==> src/rtl/oaht_pkg.sv <==
// Package for the open addressing hash table: types, constants and the prime table.
package oaht_pkg;

  localparam int DEF_MAX_SHIFT   = 10;
  localparam int DEF_MIN_SHIFT   = 3;
  localparam int DEF_KEY_WIDTH   = 64;
  localparam int DEF_VALUE_WIDTH = 32;
  localparam int HASH_WIDTH      = 32;

  typedef enum logic [1:0] {
    KIND_LOOKUP = 2'd0,
    KIND_INSERT = 2'd1,
    KIND_REMOVE = 2'd2,
    KIND_CLEAR  = 2'd3
  } kind_t;

  typedef enum logic [1:0] {
    ST_DONE     = 2'd0,
    ST_NOTFOUND = 2'd1,
    ST_FULL     = 2'd2
  } status_t;

  localparam logic [HASH_WIDTH-1:0] HASH_EMPTY = 32'd0;
  localparam logic [HASH_WIDTH-1:0] HASH_TOMB  = 32'd1;
  localparam logic [HASH_WIDTH-1:0] HASH_MIN   = 32'd2;

  typedef enum logic [3:0] {
    S_WIPE, S_IDLE, S_MOD, S_READ, S_WAIT, S_CHECK, S_WRITE, S_FIN, S_CLEAR, S_OUT
  } state_t;

  // Commands from the controller to the datapath.
  typedef struct packed {
    logic load;       // capture the accepted item
    logic mod_start;  // begin the modulo
    logic probe_init; // first slot from the remainder
    logic step;       // advance the probe
    logic wr;         // perform the write decided by the request
    logic wipe;       // write empty at the wipe index
    logic wipe_start; // reset the wipe index
    logic finish;     // form the result
  } cmd_t;

  typedef struct packed {
    logic mod_done;
    logic stop;      // probe ended (empty, hit or exhausted)
    logic need_wr;   // the request changes the store
    logic wipe_last;
  } sts_t;

  function automatic logic [16:0] prime_for(input logic [4:0] s);
    case (s)
      5'd0: prime_for = 17'd1;     5'd1: prime_for = 17'd2;
      5'd2: prime_for = 17'd3;     5'd3: prime_for = 17'd7;
      5'd4: prime_for = 17'd13;    5'd5: prime_for = 17'd31;
      5'd6: prime_for = 17'd61;    5'd7: prime_for = 17'd127;
      5'd8: prime_for = 17'd251;   5'd9: prime_for = 17'd509;
      5'd10: prime_for = 17'd1021; 5'd11: prime_for = 17'd2039;
      5'd12: prime_for = 17'd4093; 5'd13: prime_for = 17'd8191;
      5'd14: prime_for = 17'd16381; 5'd15: prime_for = 17'd32749;
      5'd16: prime_for = 17'd65521;
      default: prime_for = 17'd1;
    endcase
  endfunction

  // Reciprocal of each prime scaled by 2^32, rounded down. The quotient it
  // gives is the true one or one less.
  function automatic logic [31:0] recip_for(input logic [4:0] s);
    case (s)
      5'd0: recip_for = 32'hFFFF_FFFF;   5'd1: recip_for = 32'd2147483648;
      5'd2: recip_for = 32'd1431655765;  5'd3: recip_for = 32'd613566756;
      5'd4: recip_for = 32'd330382099;   5'd5: recip_for = 32'd138547332;
      5'd6: recip_for = 32'd70409299;    5'd7: recip_for = 32'd33818640;
      5'd8: recip_for = 32'd17111423;    5'd9: recip_for = 32'd8438049;
      5'd10: recip_for = 32'd4206628;    5'd11: recip_for = 32'd2106408;
      5'd12: recip_for = 32'd1049344;    5'd13: recip_for = 32'd524352;
      5'd14: recip_for = 32'd262192;     5'd15: recip_for = 32'd131148;
      5'd16: recip_for = 32'd65551;
      default: recip_for = 32'hFFFF_FFFF;
    endcase
  endfunction

endpackage

==> src/rtl/oaht_ctrl.sv <==
// Controller state machine for the hash table.
module oaht_ctrl import oaht_pkg::*; (
  input  logic clk,
  input  logic rst_n,
  input  logic in_valid,
  output logic in_ready,
  output logic out_valid,
  input  logic out_ready,
  input  logic [1:0] kind,
  input  sts_t sts,
  output cmd_t cmd
);
  state_t state_r, state_nxt;

  always_ff @(posedge clk) begin
    if (!rst_n) begin
      state_r <= S_WIPE;
    end else begin
      state_r <= state_nxt;
    end
  end

  always_comb begin
    state_nxt = state_r; cmd = '0;
    in_ready = 1'b0; out_valid = 1'b0;
    case (state_r)
      S_WIPE: begin
        cmd.wipe = 1'b1;
        if (sts.wipe_last) state_nxt = S_IDLE;
      end
      S_IDLE: begin
        in_ready = 1'b1;
        if (in_valid) begin
          cmd.load = 1'b1;
          if (kind == KIND_CLEAR) begin
            cmd.wipe_start = 1'b1; state_nxt = S_CLEAR;
          end else begin
            cmd.mod_start = 1'b1; state_nxt = S_MOD;
          end
        end
      end
      S_MOD: if (sts.mod_done) begin
        cmd.probe_init = 1'b1; state_nxt = S_READ;
      end
      S_READ: state_nxt = S_WAIT;
      S_WAIT: state_nxt = S_CHECK;
      S_CHECK: begin
        cmd.step = 1'b1;
        if (sts.stop) state_nxt = sts.need_wr ? S_WRITE : S_FIN;
        else state_nxt = S_READ;
      end
      S_WRITE: begin cmd.wr = 1'b1; cmd.finish = 1'b1; state_nxt = S_OUT; end
      S_FIN: begin cmd.finish = 1'b1; state_nxt = S_OUT; end
      S_CLEAR: begin
        cmd.wipe = 1'b1;
        if (sts.wipe_last) begin cmd.finish = 1'b1; state_nxt = S_OUT; end
      end
      S_OUT: begin
        out_valid = 1'b1;
        if (out_ready) state_nxt = S_IDLE;
      end
      default: state_nxt = S_IDLE;
    endcase
  end
endmodule

==> config.mk <==
export PLATFORM = sky130hd
export DESIGN_NAME = oaht_ctrl
export DESIGN_NICKNAME = d
export VERILOG_FILES = /design/src/rtl/oaht_pkg.sv /design/src/rtl/oaht_ctrl.sv
export SDC_FILE = /design/constraint.sdc
export NUM_CORES = 1
export LEC_CHECK = 0
export BUFFER_PORTS_ARGS = -buffer_cell sky130_fd_sc_hd__buf_2
export CORE_AREA = 2 2 39 41
export DETAILED_ROUTE_END_ITERATION = 12
export DIE_AREA = 0 0 41 43
export GPL_TIMING_DRIVEN = 0
export PLACE_DENSITY = 0.69
export SYNTH_ARGS = -nofsm -noshare
export SYNTH_HDL_FRONTEND = slang
export SYNTH_SLANG_ARGS = --single-unit
==> constraint.sdc <==
create_clock -name clk -period 1.3 [get_ports clk]
set_clock_uncertainty 0.15 [all_clocks]
set_input_delay 0.26 -clock clk [delete_from_list [all_inputs] [get_ports clk]]
set_output_delay 0.26 -clock clk [all_outputs]
set_load 0.1 [all_outputs]
==> summary.txt <==
Run status
  – Status: finished, violations left
  – Failing checks: setup timing

Yosys
  – Synth warnings: 0
  – Post-synthesis sequential area ratio: 0.195
  – Largest area contributor in the netlist: dfxtp_1
  – Yosys reg bits: 4
  – Synthesized area per cell: 7.62 µm²
  – Distinct cells, synth: 30
  – Most frequent cell after synthesis: nand2_1
  – Synth Net Count: 64
  – Gate count of the mapped netlist: 54
  – Main area contributors after synthesis: dfxtp_1, nand2_1, nand3b_1, mux2i_1, nand2b_1
  – Post-synthesis cell area: 412 µm²
  – Post-synth EDFFs: 0
  – Asr flop ratio synth: 0
  – Commonest cells in the synthesized netlist: nand2_1, nor2_1, dfxtp_1
  – Synth top area share: 0.195
  – Prevailing post-synth register cell: dfxtp_1

Routing
  – DRT Pass-1 Iters: 4
  – DRT iter0 DRCs: 12
  – Via Count: 535
  – DRC viols: 0
  – Routed WL per cell: 15.1 µm
  – Avg Vias per Cell: 5.25
  – Post-Route WL: 1540 µm
  – Post-DRT Antenna Nets: 0

Critical path
  – RR Startpoint: state_r[3]$_SDFFE_PN0P_
  – CP Data Required Time: 0.89 ns
  – Critical Path End: cmd[6]
  – WP depth: 4
  – CP peak stage delay: 0.35 ns
  – Critical path arrival: 1.42 ns
  – Flop2flop setup slack: -0.23 ns
  – Crit-path cells: nor4b_4 -> nand2_2 -> a21oi_4 -> buf_12
  – Family with the most delay on the worst path: simple AND/OR/NAND/NOR gates
  – Reg-to-reg endpoint: state_r[3]$_SDFFE_PN0P_
  – Register-to-Register Path Depth: 6
  – Worst setup path startpoint: state_r[2]$_SDFFE_PN0P_
  – Worst-path maximum fanout: 3
  – CP endpoint kind: primary output
  – Crit start category: flip-flop
  – Slowest cell on crit path: dfxtp_4
  – Buf/Inv on CP: 1
  – Crit path kind: flip-flop to primary output

GRT
  – Total congestion overflow: 0
  – Gr busiest metal: met2
  – GR Util met2: 0.303
  – Pin count of the biggest net entering global routing: 11
  – Tot GR Track Use: 0.189
  – Vias in the first global route: 558
  – First-pass GRT wire length: 2300 µm
  – GRT met1 Usage: 0.231
  – Grt met3 use: 0.0628
  – Initial antenna violation count: 0

Floorplan
  – Core region area: 1380 µm²
  – Ports: 20
  – Chip width: 41 µm
  – Full die area: 1760 µm²
  – Initial Util: 0.297
  – Die Y: 43 µm
  – Row cnt: 14

Power
  – Pwr/cell area: 2080 nW/µm²
  – VDD IR max: 1.05 mV
  – Tot Pwr: 0.00194 W
  – Leakage Power: 0.378 nW

Cells and area
  – Largest Register: state_r
  – Area of the multi-input gates: 413 µm²
  – Fin nets: 98
  – Final instance area: 932 µm²
  – Largest regs: state_r (4)
  – Share of layout cells above drive strength 1: 0.674
  – Syn-to-layout area delta: 126%
  – Max reg flops: 4
  – Fin cells: 102
  – N_diodes: 0
  – Finished Core Util: 0.674
  – Fill count: 99
  – Register Area: 92.6 µm²

Timing
  – Fmax: 547 MHz
  – Setup violations, final: 13
  – Unrepaired setup endpoints after global routing: yes
  – Slew HR: 0.820
  – Fin. Hold Viols: 0
  – Tcrit/Tclk final: 1.41
  – Final worst setup slack: -0.527 ns
  – Min Clock Period, post-route: 1.83 ns
  – Setup TNS: -4.47 ns
  – Final Slew Violations: 0
  – Worst-Margin Slew: 0.269 ns

Job
  – Max_cap viols: 0

Placement
  – DP Cell Count: 89
  – GP Congestion: 0.729
  – Dpl cell area: 617 µm²
  – Port Buffers: 19
  – Hpwl dp: 826 µm

Clocking
  – Clk sink count: 4
  – Cts hold-fix bufs: 0
  – CTS tree: built
  – Clock Latency Late Sink: 0.24 ns
  – Clk pin slew, worst setup/hold paths: 0.04 ns
  – Root Buffer: clkbuf_4
  – Inserted Clock Buffers: 3
  – Maximum root-to-sink buffer count: 2
  – CTS H-tree lvls: 1

Hold path
  – Hold crit path type: input pin to flip-flop
  – Worst Min Path Start: rst_n
-- worst min-delay path by stage --
stage / slack (ns) / cells past startpoint / end
finish: 0.17 / 3 / state_r[0]$_SDFFE_PN0P_
global route: 0.19 / 3 / state_r[3]$_SDFFE_PN0P_
CTS: 0.17 / 3 / state_r[0]$_SDFFE_PN0P_
detailed placement: 0.43 / 3 / state_r[3]$_SDFFE_PN0P_
global placement: 0.42 / 3 / state_r[3]$_SDFFE_PN0P_
floorplan: 0.25 / 2 / state_r[3]$_SDFFE_PN0P_
-- per-layer routing --
metal | vias up | share of wire
li1 | 266 | -
met1 | 256 | 0.41
met2 | 13 | 0.56
met3 | 0 | 0.028
met4 | 0 | 0
met5 | - | 0
-- cells by family after synthesis --
family / Yosys count / synth area share
compound gates: 11 / 0.182
buf+inv: 5 / 0.0790
flops: 4 / 0.195
mux: 2 / 0.0486
simple gates: 32 / 0.495
-- cell usage in the layout (no fill, tap or decap), drive strengths merged, types with 2 or more instances in the layout --
cell / n
nand2: 7
nand2b: 4
nand4b: 2
nor2: 5
mux2i: 2
a21oi: 3
nand3b: 3
buf: 33
dfxtp: 4
nor3b: 2
o31ai: 2
and3: 3
clkbuf: 3
o21ai: 4
-- worst min-delay path, delay by kind of cell --
kind | cells | cell delay (ns)
buffers and inverters | 1 | 0.13
AND/OR/NAND/NOR | 1 | 0.07
multiplexers | 1 | 0.05
-- report_power, final --
part | internal (W) | switching, W | leakage [nW]
clock | 0.000103 | 0.0000499 | 0.0138
combinational | 0.000668 | 0.000887 | 0.329
sequential | 0.000170 | 0.0000591 | 0.0353
-- stage by stage --
step / hold slack (ns) / worst slack [ns]
2_1_floorplan: 0.252 / -1.51
3_3_place_gp: 0.420 / -0.496
3_5_place_dp: 0.432 / -0.521
4_1_cts: 0.170 / -0.493
5_1_grt: 0.194 / -0.573
6_report: 0.174 / -0.527
-- final cells by class --
| class | instances | area share |
|---|---|---|
| Tap cell | 16 | 0.0215 |
| Clock buffer | 3 | 0.0242 |
| Timing Repair Buffer | 30 | 0.364 |
| Sequential cell | 4 | 0.0993 |
| Multi-Input combinational cell | 45 | 0.443 |
| Inverter | 1 | 0.00805 |
| Buffer | 3 | 0.0403 |
-- what timing repair did --
item / in CTS / in global routing
buffers inserted: 6 / 5
endpoints found under the hold margin: 0 / 0
endpoints found under the setup margin: 13 / 13
pin swaps: 8 / 7
resized for setup: 54 / 5
cloned: 0 / 0
No activity file was read; power rests on OpenSTA's default activity.
